<file path="config.mk">
export PLATFORM = sky130hd
export DESIGN_NAME = k_sorted_stream_sorter_unit
export DESIGN_NICKNAME = d
export VERILOG_FILES = /design/src/design/kss_pkg.sv /design/src/design/kss_cell.sv /design/src/design/k_sorted_stream_sorter_unit.sv
export SDC_FILE = /design/constraint.sdc
export NUM_CORES = 1
export LEC_CHECK = 0
export ABC_AREA = 0
export BUFFER_PORTS_ARGS = -buffer_cell sky130_fd_sc_hd__buf_2
export CORE_MARGIN = 2
export CORE_UTILIZATION = 48
export DETAILED_ROUTE_END_ITERATION = 8
export PLACE_DENSITY = 0.67
export SYNTH_ARGS = -nofsm -noshare
export SYNTH_HDL_FRONTEND = slang
export SYNTH_SLANG_ARGS = --single-unit
</file>
<file path="constraint.sdc">
create_clock -name i_clk -period 27 [get_ports i_clk]
set_input_delay 0 -clock i_clk [delete_from_list [all_inputs] [get_ports i_clk]]
set_output_delay 0 -clock i_clk [all_outputs]
set_load 0.01 [all_outputs]
</file>
<file path="src/design/kss_pkg.sv">
// Shared types and constants for the k-sorted stream sorter.
`default_nettype none

package kss_pkg;

    // Size of the cell row and width of one stream value.
    localparam int MAX_WINDOW = 8;
    localparam int VALUE_BITS = 32;

    // Width of the window register and its value after reset.
    localparam int CFG_BITS = 4;
    localparam logic [CFG_BITS-1:0] WINDOW_RESET = CFG_BITS'(8);

    // Bits needed to select one cell of the row.
    localparam int IDX_BITS = (MAX_WINDOW > 1) ? $clog2(MAX_WINDOW) : 1;

    typedef logic signed [VALUE_BITS-1:0] t_value;

    // Operation broadcast to every cell.
    typedef enum logic [1:0] {
        OP_HOLD,
        OP_INSERT,
        OP_REPLACE,
        OP_SHIFT
    } t_cell_op;

    typedef struct packed {
        t_cell_op op;
        t_value   value;
    } t_cell_cmd;

    // What a cell shows to its neighbors: its entry, and whether the entry
    // is empty or larger than the broadcast value.
    typedef struct packed {
        logic   vld;
        logic   gt;
        t_value val;
    } t_cell_link;

    typedef enum logic {
        ST_RUN,
        ST_FLUSH
    } t_state;

endpackage

`default_nettype wire

</file>
<file path="src/design/kss_cell.sv">
// One cell of the sorted row: holds one entry and trades it with its neighbors.
`default_nettype none

module kss_cell
    import kss_pkg::*;
(
    input  wire logic       i_clk,
    input  wire logic       i_rst_n,
    input  wire t_cell_cmd  i_cmd,
    input  wire t_cell_link i_left,
    input  wire t_cell_link i_right,
    output t_cell_link      o_link
);

    logic   r_vld;
    logic   n_vld;
    t_value r_val;
    t_value n_val;
    logic   w_gt;

    // An empty cell counts as larger than any value.
    assign w_gt   = !r_vld || ($signed(r_val) > $signed(i_cmd.value));
    assign o_link = '{vld: r_vld, gt: w_gt, val: r_val};

    // Next entry for each row operation.
    always_comb begin
        n_vld = r_vld;
        n_val = r_val;
        unique case (i_cmd.op)
            OP_HOLD: begin
                n_vld = r_vld;
                n_val = r_val;
            end
            OP_INSERT: begin
                // Larger entries move one place up to open a slot.
                n_vld = r_vld || i_left.vld;
                if (w_gt) begin
                    n_val = i_left.gt ? i_left.val : i_cmd.value;
                end
            end
            OP_REPLACE: begin
                // The head leaves; smaller entries move down, the new value
                // takes the slot between them and the larger ones.
                if (!i_right.gt) begin
                    n_val = i_right.val;
                end else if (!w_gt) begin
                    n_val = i_cmd.value;
                end
            end
            OP_SHIFT: begin
                n_vld = i_right.vld;
                n_val = i_right.val;
            end
        endcase
    end

    // Occupancy is control state and is cleared by reset.
    always_ff @(posedge i_clk) begin
        if (!i_rst_n) begin
            r_vld <= 1'b0;
        end else begin
            r_vld <= n_vld;
        end
    end

    always_ff @(posedge i_clk) begin
        r_val <= n_val;
    end

endmodule

`default_nettype wire

</file>
<file path="src/design/k_sorted_stream_sorter_unit.sv">
// Top level of the k-sorted stream sorter: cell row, control and output register.
//
// Sorts a stream in which no value is more than k places from its sorted
// position, with k set by the window register (0 acts as 1, values above the
// row length act as the row length). Values are held in a row of cells kept in
// ascending order. For each beat that is not marked last, the row either
// inserts the value or, once k values are held, emits the smallest of the held
// values and the new one and keeps the rest. A beat marked last is handled the
// same way and is followed by a flush in which the row shifts one place per
// output beat, one beat for each held value, at most MAX_WINDOW + 1 output
// beats in all with the last beat's own; no input is taken during the flush.
// The final flushed beat carries last_res. Input is taken while the output
// register is free or being emptied in the same cycle.
`default_nettype none

module k_sorted_stream_sorter_unit
    import kss_pkg::*;
(
    input  wire logic                  i_clk,
    input  wire logic                  i_rst_n,
    input  wire logic                  i_window_k_we,
    input  wire logic [CFG_BITS-1:0]   i_window_k,
    input  wire logic                  i_in_valid,
    output logic                       o_in_ready,
    input  wire logic [VALUE_BITS-1:0] i_value,
    input  wire logic                  i_last,
    output logic                       o_out_valid,
    input  wire logic                  i_out_ready,
    output logic [VALUE_BITS-1:0]      o_sorted_value,
    output logic                       o_last_res
);

    logic [CFG_BITS-1:0] r_window_k;
    t_state              r_state;
    t_state              n_state;
    logic                r_out_vld;
    t_value              r_out_val;
    logic                r_out_last;

    t_cell_cmd           w_cmd;
    t_cell_link          w_link [0:MAX_WINDOW+1];
    logic [MAX_WINDOW-1:0] w_vld;
    logic [IDX_BITS-1:0] w_full_idx;
    logic                w_full;
    logic                w_out_free;
    logic                w_load;
    t_value              w_load_val;
    logic                w_load_last;

    // Window register, written whenever the enable is high.
    always_ff @(posedge i_clk) begin
        if (!i_rst_n) begin
            r_window_k <= WINDOW_RESET;
        end else if (i_window_k_we) begin
            r_window_k <= i_window_k;
        end
    end

    // Cell that is occupied exactly when the window is full.
    always_comb begin
        if (r_window_k == '0) begin
            w_full_idx = '0;
        end else if (int'(r_window_k) > MAX_WINDOW) begin
            w_full_idx = IDX_BITS'(MAX_WINDOW - 1);
        end else begin
            w_full_idx = IDX_BITS'(r_window_k - 1'b1);
        end
    end

    assign w_full = w_vld[w_full_idx];

    // Row boundaries: an always-full cell below the head, an empty one above.
    assign w_link[0]            = '{vld: 1'b1, gt: 1'b0, val: '0};
    assign w_link[MAX_WINDOW+1] = '{vld: 1'b0, gt: 1'b1, val: '0};

    for (genvar g = 0; g < MAX_WINDOW; g++) begin : g_cell
        kss_cell u_cell (
            .i_clk   (i_clk),
            .i_rst_n (i_rst_n),
            .i_cmd   (w_cmd),
            .i_left  (w_link[g]),
            .i_right (w_link[g+2]),
            .o_link  (w_link[g+1])
        );
        assign w_vld[g] = w_link[g+1].vld;
    end

    assign w_out_free = !r_out_vld || i_out_ready;

    // Control state register.
    always_ff @(posedge i_clk) begin
        if (!i_rst_n) begin
            r_state <= ST_RUN;
        end else begin
            r_state <= n_state;
        end
    end

    // Next state, row operation and output loading.
    always_comb begin
        n_state      = r_state;
        w_cmd.op     = OP_HOLD;
        w_cmd.value  = i_value;
        o_in_ready   = 1'b0;
        w_load       = 1'b0;
        w_load_val   = w_link[1].val;
        w_load_last  = 1'b0;
        unique case (r_state)
            ST_RUN: begin
                o_in_ready = w_out_free;
                if (i_in_valid && w_out_free) begin
                    if (w_full) begin
                        w_load = 1'b1;
                        if (w_link[1].gt) begin
                            // New value is the smallest: pass it straight on.
                            w_load_val = i_value;
                            w_cmd.op   = OP_HOLD;
                        end else begin
                            w_load_val = w_link[1].val;
                            w_cmd.op   = OP_REPLACE;
                        end
                    end else begin
                        w_cmd.op = OP_INSERT;
                    end
                    if (i_last) begin
                        n_state = ST_FLUSH;
                    end
                end
            end
            ST_FLUSH: begin
                if (w_out_free) begin
                    w_load      = 1'b1;
                    w_load_val  = w_link[1].val;
                    w_load_last = !w_link[2].vld;
                    w_cmd.op    = OP_SHIFT;
                    if (!w_link[2].vld) begin
                        n_state = ST_RUN;
                    end
                end
            end
        endcase
    end

    // Output register.
    always_ff @(posedge i_clk) begin
        if (!i_rst_n) begin
            r_out_vld <= 1'b0;
        end else if (w_load) begin
            r_out_vld <= 1'b1;
        end else if (i_out_ready) begin
            r_out_vld <= 1'b0;
        end
    end

    always_ff @(posedge i_clk) begin
        if (w_load) begin
            r_out_val  <= w_load_val;
            r_out_last <= w_load_last;
        end
    end

    assign o_out_valid    = r_out_vld;
    assign o_sorted_value = r_out_val;
    assign o_last_res     = r_out_last;

`ifndef SYNTHESIS
    // Occupied cells always form an unbroken run from the head.
    a_vld_prefix: assert property (@(posedge i_clk) disable iff (!i_rst_n)
        ((({1'b0, w_vld} + 1'b1) & {1'b0, w_vld}) == '0))
        else $error("cell row has a hole");

    // A beat marked last always starts a flush.
    a_last_flush: assert property (@(posedge i_clk) disable iff (!i_rst_n)
        (i_in_valid && o_in_ready && i_last) |=> (r_state == ST_FLUSH))
        else $error("last beat did not start a flush");

    // A flush never runs on an empty row.
    a_flush_nonempty: assert property (@(posedge i_clk) disable iff (!i_rst_n)
        (r_state == ST_FLUSH) |-> w_vld[0])
        else $error("flush with an empty row");

    // An accepted beat that is not marked last never lowers occupancy.
    a_no_loss: assert property (@(posedge i_clk) disable iff (!i_rst_n)
        (i_in_valid && o_in_ready && !i_last)
            |=> ($countones(w_vld) >= $past($countones(w_vld))))
        else $error("held value lost");
`endif

endmodule

`default_nettype wire
</file>
==> summary.md, run 1 <==
| Metric | Value |
|---|---|
| Drt wl/cell | 26.2 um |
| Crit path arrival time | between 5 and 6 ns |
| DP HPWL | around 57000 um |
| Total number of H-tree levels | 2 |
| R2R Setup Slk | approximately 21 ns |
| Vias per cell | 6.80 |
| Commonest non-fill, non-tap cells in the layout | edfxtp_1 (289), o21ai_0 (257), ha_1 (257) |
| Seq/Total Area, Yosys | 37.7% |
| Post-route DRC | 0 |
| Clock Skews | 0.0232 ns |
| Post-synth cell types | 66 |
| Hold Crit Class | input pin to flip-flop |
| CTS clock-pin slew for the worst setup and hold paths | approximately 0.060 ns |
| Initial DRC Count | roughly 2.9k |
| Die H | around 230 um |
| Initial DRT Pass Iterations | 6 |
| Most used DFF post-synth | edfxtp_1 |
| Number of global-route vias before repair | approximately 21k |
| Filler Cells Inserted | 4363 |
| Pleak | 11.6 nW |
| Worst skew pair latency | 0.57 ns |
| CTS Buf Count | 38 |
| Mean post-synth cell area | about 9.5 sq um |
| Largest area contributor in the netlist | edfxtp_1 |
| Site Rows | 81 |
| R2r worst-path depth | 10 |
| Area of the mapped netlist | 0.0238 sq mm |
| Number of port buffers | 76 |
| Startpoint of the worst hold path | i_value[0] |
| Total GRT Usage | 32.8% |
| Worst hold slack | between 0.08 and 0.09 ns |
| Most common cell after layout, fill and taps aside | edfxtp_1 |
| Buffers inserted by post-CTS timing repair | 0 |
| CP startpoint kind | input pin |
| Register area | 0.00896 sq mm |
| GPL Wtd Cong | about 0.95 |
| Largest net degree at the start of global routing | ~180 |
| Max-slew headroom | 17.4% |
| Tcrit/Tclk final | approximately a fifth |
| Final setup vio count | 0 |
| Synth Register Bits | 303 |
| Clk root buf | clkbuf_16 |
| Routed Antenna Nets | 0 |
| Total die area | slightly above 0.05 sq mm |
| Hold endpoint | g_cell[7].u_cell.r_val[0]$_DFFE_PP_ |
| Synthesis-to-layout area growth | 11.2% |
| Critical Path Sink Type | flip-flop |
| RSZ-0062 raised after global routing | no |
| Fraction of final layout cells with drive strength greater than 1 | 9.09% |
| Reg-to-Reg Start | g_cell[0].u_cell.r_val[21]$_DFFE_PP_ |
| Fin crit period | 5.63 ns |
| Synth Instances | about 2.5k |
| Final hold vios | 0 |
| Initial antenna violation count | 3 |
| Fmax | 0.178 GHz |
| Initial Util | 48.6% |
| Clk sink count | 303 |
| Area of the multi-input gates | 0.0140 sq mm |
| Worst-path maximum fanout | approximately 170 |
| Slew Limit Fails | 0 |
| Routed wire length | 84400 um |
| CTS max path bufs | 3 |
| Number of synthesis warnings | 0 |
| IO Pins | 77 |
| Hold Crit Depth | 2 |
| Pwr dens | 81.4 mW/mm^2 |
| Max-cap violations | 0 |
| Post-Layout Cell Count | 3216 |
| Worst path required time | 27.09 ns |
| Post-synth ARST share | 0% |
| Top post-synthesis cells by area | edfxtp_1 (37%), ha_1 (14%), mux2i_1 (6.1%), o21ai_0 (5.4%), a21oi_1 (4.3%) |
| Fin nets | around 2.8k |
| Chip width | 227 um |
| Synth top area share | a little over a third |
| TritonCTS clock tree | built |
| First-pass GRT wire length | 127000 um |
| Via Count | 21.9k |
| Antenna diodes | 0 |
| Reg-to-Reg End | g_cell[4].u_cell.r_val[8]$_DFFE_PP_ |
| Fin Setup TNS | 0 ns |
| Net count after synthesis | 2811 |
| Placed cells | roughly 3.1k |
| Slew of the pin with the lowest slew margin | 1.24 ns |
| CP Class | input pin to flip-flop |
| Worst VDD drop | a little under 0.00004 V |
| Utilization after layout | 54.0% |
| Core Area | approximately 0.05 sq mm |
| Post-synth EDFFs | 289 |
| Congestion Overflow GR | 0 |
| Status | finished clean |
## worst max-delay path, cell delays in order
cell	delay, ns
dlygate4sd3_1	0.54
buf_2	0.22
inv_1	0.27
ha_1	0.40
nand4_1	0.34
nor4_1	0.69
o311ai_0	0.25
a31oi_1	0.33
nor3_4	0.09
nand2_2	0.07
buf_4	0.67
nand3_4	0.89
buf_12	0.58
## kinds of logic after synthesis
group	share of synthesized area, %
muxes	7.53
DFF	37.7
adders and majority gates	13.5
and+or+nand+nor	10.9
AOI/OAI and AO/OA	26.2
buffers and inverters	4.17
## layout make-up
class,instances,area share (%)
Multi-Input combinational cell,1955,52.8
Timing Repair Buffer,164,4.50
Sequential cell,303,33.9
Inverter,61,0.866
Clock inverter,24,0.914
Clock buffer,45,3.89
Tap cell,664,3.14
## synth_stat cells (6+ instances only)
master and count:
edfxtp_1 289, o21ai_0 258, ha_1 257, nand2_1 250, a21oi_1 203, nor2_1 185, clkbuf_1 169, mux2i_1 144
a211o_1 108, a221o_1 72, inv_1 61, nand4_1 45, a21o_1 44, a22oi_1 35, a211oi_1 34, a31oi_1 34
o22ai_1 34, a22o_1 32, mux2_2 30, nor2b_1 24, nand3_1 20, o221ai_1 16, dfxtp_1 14, o211ai_1 14
buf_2 13, nor3_1 13, and4_1 12, nor4_1 9, o21ai_1 9, buf_4 6
## through the flow
| step | setup slack [ns] | power (mW) | cell area (sq um) |
|---|---|---|---|
| final | 21.37 | 2.15 | 26400 |
| after global routing | 21.23 | 2.26 | 26400 |
| after CTS | 21.58 | 2.13 | 26400 |
| after floorplan | 17.19 | 1.34 | 23800 |
| after global placement | 21.68 | 1.56 | 24700 |
| after detailed placement | 21.58 | 1.59 | 24700 |
## sequential cells by signal, summed over array words and instances, names as in the netlist
signal / count
o_last_res: 1
r_window_k: 4
o_sorted_value: 32
o_out_valid: 1
g_cell.u_cell.r_val: 256
g_cell.u_cell.r_vld: 8
r_state: 1
## power breakdown
group / total, mW / leakage (nW) / switching (mW) / internal [mW]
clock: 0.538 / 0.620 / 0.219 / 0.319
sequential: 0.836 / 2.94 / 0.141 / 0.695
combinational: 0.779 / 8.00 / 0.454 / 0.325
total: 2.15 / 11.6 / 0.813 / 1.34
## how the worst max path moves through the flow
stage | depth (start not counted) | slack (ns) | end | startpoint
after floorplan | 12 | 17.19 | g_cell[0].u_cell.r_val[0]$_DFFE_PP_ | i_value[13]
after global placement | 14 | 21.68 | g_cell[2].u_cell.r_val[23]$_DFFE_PP_ | i_value[22]
after detailed placement | 14 | 21.58 | g_cell[2].u_cell.r_val[23]$_DFFE_PP_ | i_value[21]
after CTS | 12 | 21.58 | g_cell[2].u_cell.r_val[23]$_DFFE_PP_ | g_cell[3].u_cell.r_val[23]$_DFFE_PP_
after global routing | 15 | 21.23 | g_cell[2].u_cell.r_val[6]$_DFFE_PP_ | i_value[23]
final | 13 | 21.37 | g_cell[4].u_cell.r_val[8]$_DFFE_PP_ | i_value[22]
## metal layers
layer  up-vias  track usage [%]  wire, um
met2      1292             49.2     36300
met5         -                0        13
met1     10600             45.5     34800
met3       206             7.53      9840
met4         2             13.2      3410
li1       9780                -         -
## timing repair
item / CTS / global route
resized for setup: 0 / 0
endpoints found under the hold margin: 84 / 0
endpoints found under the setup margin: 0 / 0
hold buffers: 49 / 0
Note: power is estimated with default switching activity, not from simulation.
==> run 2, diff against run 1 <==
- PLACE_DENSITY: 0.67 -> 0.7
- clock period: 27 -> 4.6 ns (I/O delays scaled with it)
==> run 2 against run 1 <==
Effect of this change:
- first-iteration DRC count decreased by 26%
- critical path depth is 1 lower
- clock-buffer cell count fell by 2
- largest power group unchanged
- setup slack lost 21 ns
- cell area increased by 1.2%
- non-clock buffer count rose by 37
- register-to-register slack worse by 21 ns
==> summary.md, run 2 (same netlist as run 1, synthesis figures left out) <==
| Metric | Value |
|---|---|
| Post-route DRC | 0 (unchanged) |
| Pleak | 11.7 nW (was 11.6 nW) |
| CP Class | flip-flop to flip-flop (was input pin to flip-flop) |
| CTS Buf Count | 37 (was 38) |
| Fraction of final layout cells with drive strength greater than 1 | 10.6% (was 9.09%) |
| Clk root buf | clkbuf_16 (unchanged) |
| Clk sink count | 303 (unchanged) |
| Buffers inserted by post-CTS timing repair | 0 (unchanged) |
| Total die area | 0.0513 sq mm (unchanged) |
| Most common cell after layout, fill and taps aside | edfxtp_1 (unchanged) |
| Initial DRC Count | 2113 (was 2851) |
| Vias per cell | 6.54 (was 6.80) |
| Met3 Usage GRT | 5.55% (was 7.53%) |
| Congestion Overflow GR | 0 (unchanged) |
| Utilization after layout | 54.6% (was 54.0%) |
| Slew Limit Fails | 0 (unchanged) |
| Total number of H-tree levels | 2 (unchanged) |
| Final hold vios | 0 (unchanged) |
| Pwr dens | 456 mW/mm^2 (was 81.4 mW/mm^2) |
| Core Area | 0.0490 sq mm (unchanged) |
| Largest register FFs | 256 (unchanged) |
| CTS clock-pin slew for the worst setup and hold paths | 0.06 ns (about the same) |
| Hold Crit Class | input pin to flip-flop (unchanged) |
| Final worst slack | 0.247 ns (was 21.37 ns) |
| DP HPWL | 52900 um (was 56700 um) |
| Total power | 12.2 mW (was 2.15 mW) |
| Worst skew pair latency | 0.57 ns (about the same) |
| Number of port buffers | 76 (unchanged) |
| Commonest non-fill, non-tap cells in the layout | edfxtp_1 (289), o21ai_0 (257), ha_1 (256) (was edfxtp_1 (289), o21ai_0 (257), ha_1 (257)) |
| Fin Setup TNS | 0 ns (unchanged) |
| Tcrit/Tclk final | 94.6% |
| Post-route cell area | 0.0267 sq mm (was 0.0264 sq mm) |
| Synthesis-to-layout area growth | 12.5% (was 11.2%) |
| CP startpoint kind | flip-flop (was input pin) |
| Worst-path maximum fanout | 35 (was 168) |
| Worst path required time | 4.89 ns (was 27.09 ns) |
| Via Count | 21.2k (was 21.9k) |
| Hold-fix buffers at CTS | 48 (was 49) |
| Max-slew headroom | 29.2% (was 17.4%) |
| GR peak layer | met2 (unchanged) |
| Routed wire length | 73300 um (was 84400 um) |
| Die H | 227 um (unchanged) |
| Antenna diodes | 0 (unchanged) |
| Post-Layout Cell Count | 3247 (was 3216) |
| Initial DRT Pass Iterations | 6 (unchanged) |
| DP Area | 0.0251 sq mm (was 0.0247 sq mm) |
| Initial antenna violation count | 0 (was 3) |
| Chip width | 227 um (unchanged) |
| Site Rows | 81 (unchanged) |
| Dpl ws | 0.385 ns (was 21.58 ns) |
| Fin nets | 2858 (was 2822) |
| Worst VDD drop | 0.000226 V (was 0.0000394 V) |
| Drt wl/cell | 22.6 um (was 26.2 um) |
| CTS max path bufs | 3 (unchanged) |
| Met2 Use GR | 43.4% (was 49.2%) |
| Most flop-heavy register | g_cell.u_cell.r_val (unchanged) |
| Grt met1 use | 39.5% (was 45.5%) |
| CP max-delay cell | a2111oi_0 (was nand3_4) |
| TritonCTS clock tree | built (unchanged) |
| Initial Util | 48.6% (unchanged) |
| RSZ-0062 raised after global routing | no (unchanged) |
| IO Pins | 77 (unchanged) |
| Routed Antenna Nets | 0 (unchanged) |
| Fmax | 0.230 GHz |
| Post-CTS sizing | 0 (unchanged) |
| Slowest stage delay, CP | 0.93 ns (was 0.89 ns) |
| First-pass GRT wire length | 114000 um (was 127000 um) |
| Number of global-route vias before repair | 20.1k (was 20.7k) |
| Critical Path Sink Type | flip-flop (unchanged) |
| Fin crit period | ~4.4 ns |
| Placed cells | 3136 (was 3098) |
| Largest net degree at the start of global routing | 94 (was 183) |
| GPL Wtd Cong | 0.921 (was 0.947) |
| Max-cap violations | 0 (unchanged) |
| Total GRT Usage | 28.2% (was 32.8%) |
| Clock Skews | 0.0324 ns (was 0.0232 ns) |
| Slew of the pin with the lowest slew margin | 1.03 ns (was 1.24 ns) |
| Final setup vio count | 0 (unchanged) |
| Crit path arrival time | 4.65 ns (was 5.72 ns) |
| Cell Chain, Critical Path | ha_1 > a21o_1 > a21o_1 > a221o_1 > a2111oi_0 > o2111ai_1 > a31oi_4 > buf_12 > nor3b_2 > buf_12 > a22o_1 > a221o_1 (was dlygate4sd3_1 > buf_2 > inv_1 > ha_1 > nand4_1 > nor4_1 > o311ai_0 > a31oi_1 > nor3_4 > nand2_2 > buf_4 > nand3_4 > buf_12) |
| Worst hold slack | 0.0251 ns (was 0.0845 ns) |
| Status | finished clean (unchanged) |
run 2: cell count changes in the layout (fill, tap and decap cells not counted), moves of 3 or more:
cell      change
buf_12       +13
buf_4        +25
clkbuf_1      +3
clkbuf_8      -3
inv_1        -10
inv_2        +10
o21ai_2       +3
o21ai_4       -3
run 2: worst max-delay path: cells and delay by family, from the launching register on:
kind / cells / cell delay [ns]
AOI/OAI and AO/OA: 8 / 2.68
adders and majority gates: 1 / 0.34
DFF: 1 / 0.49
buffers and inverters: 2 / 0.47
and+or+nand+nor: 1 / 0.10
run 2: final cells by class:
cell class / instances / area [sq um]
inverters: 61 / 229
repair buffers: 201 / 1630
flip-flops and latches: 303 / 8960
clock buffers: 43 / 948
clock inverters: 20 / 189
fillers: 4285 / 22200
well taps: 664 / 831
multi-input cells: 1955 / 14000
run 2: path summary, 6_finish.rpt:
check / startpoint / endpoint / slack (ns) / cells after the start
setup / recovery: g_cell[5].u_cell.r_val[9]$_DFFE_PP_ / g_cell[6].u_cell.r_val[9]$_DFFE_PP_ / 0.25 / 12
hold / removal: i_value[5] / g_cell[6].u_cell.r_val[5]$_DFFE_PP_ / 0.03 / 3
setup reg to reg: g_cell[5].u_cell.r_val[9]$_DFFE_PP_ / g_cell[6].u_cell.r_val[9]$_DFFE_PP_ / 0.25 / 12
hold reg to reg: g_cell[0].u_cell.r_val[0]$_DFFE_PP_ / g_cell[0].u_cell.r_val[0]$_DFFE_PP_ / 0.57 / 2
run 2: report_power, final:
part,internal [mW],switching (mW),total [mW]
registers,4.07,0.767,4.84
logic,1.97,2.51,4.48
clock network,1.64,1.23,2.87
total,7.68,4.51,12.2
run 2: per-layer routing:
metal  share of wire, %  wire length, um
met1                 43            31600
met2                 44            32100
met3                9.8             7180
met4                3.4             2470
met5                  0                0
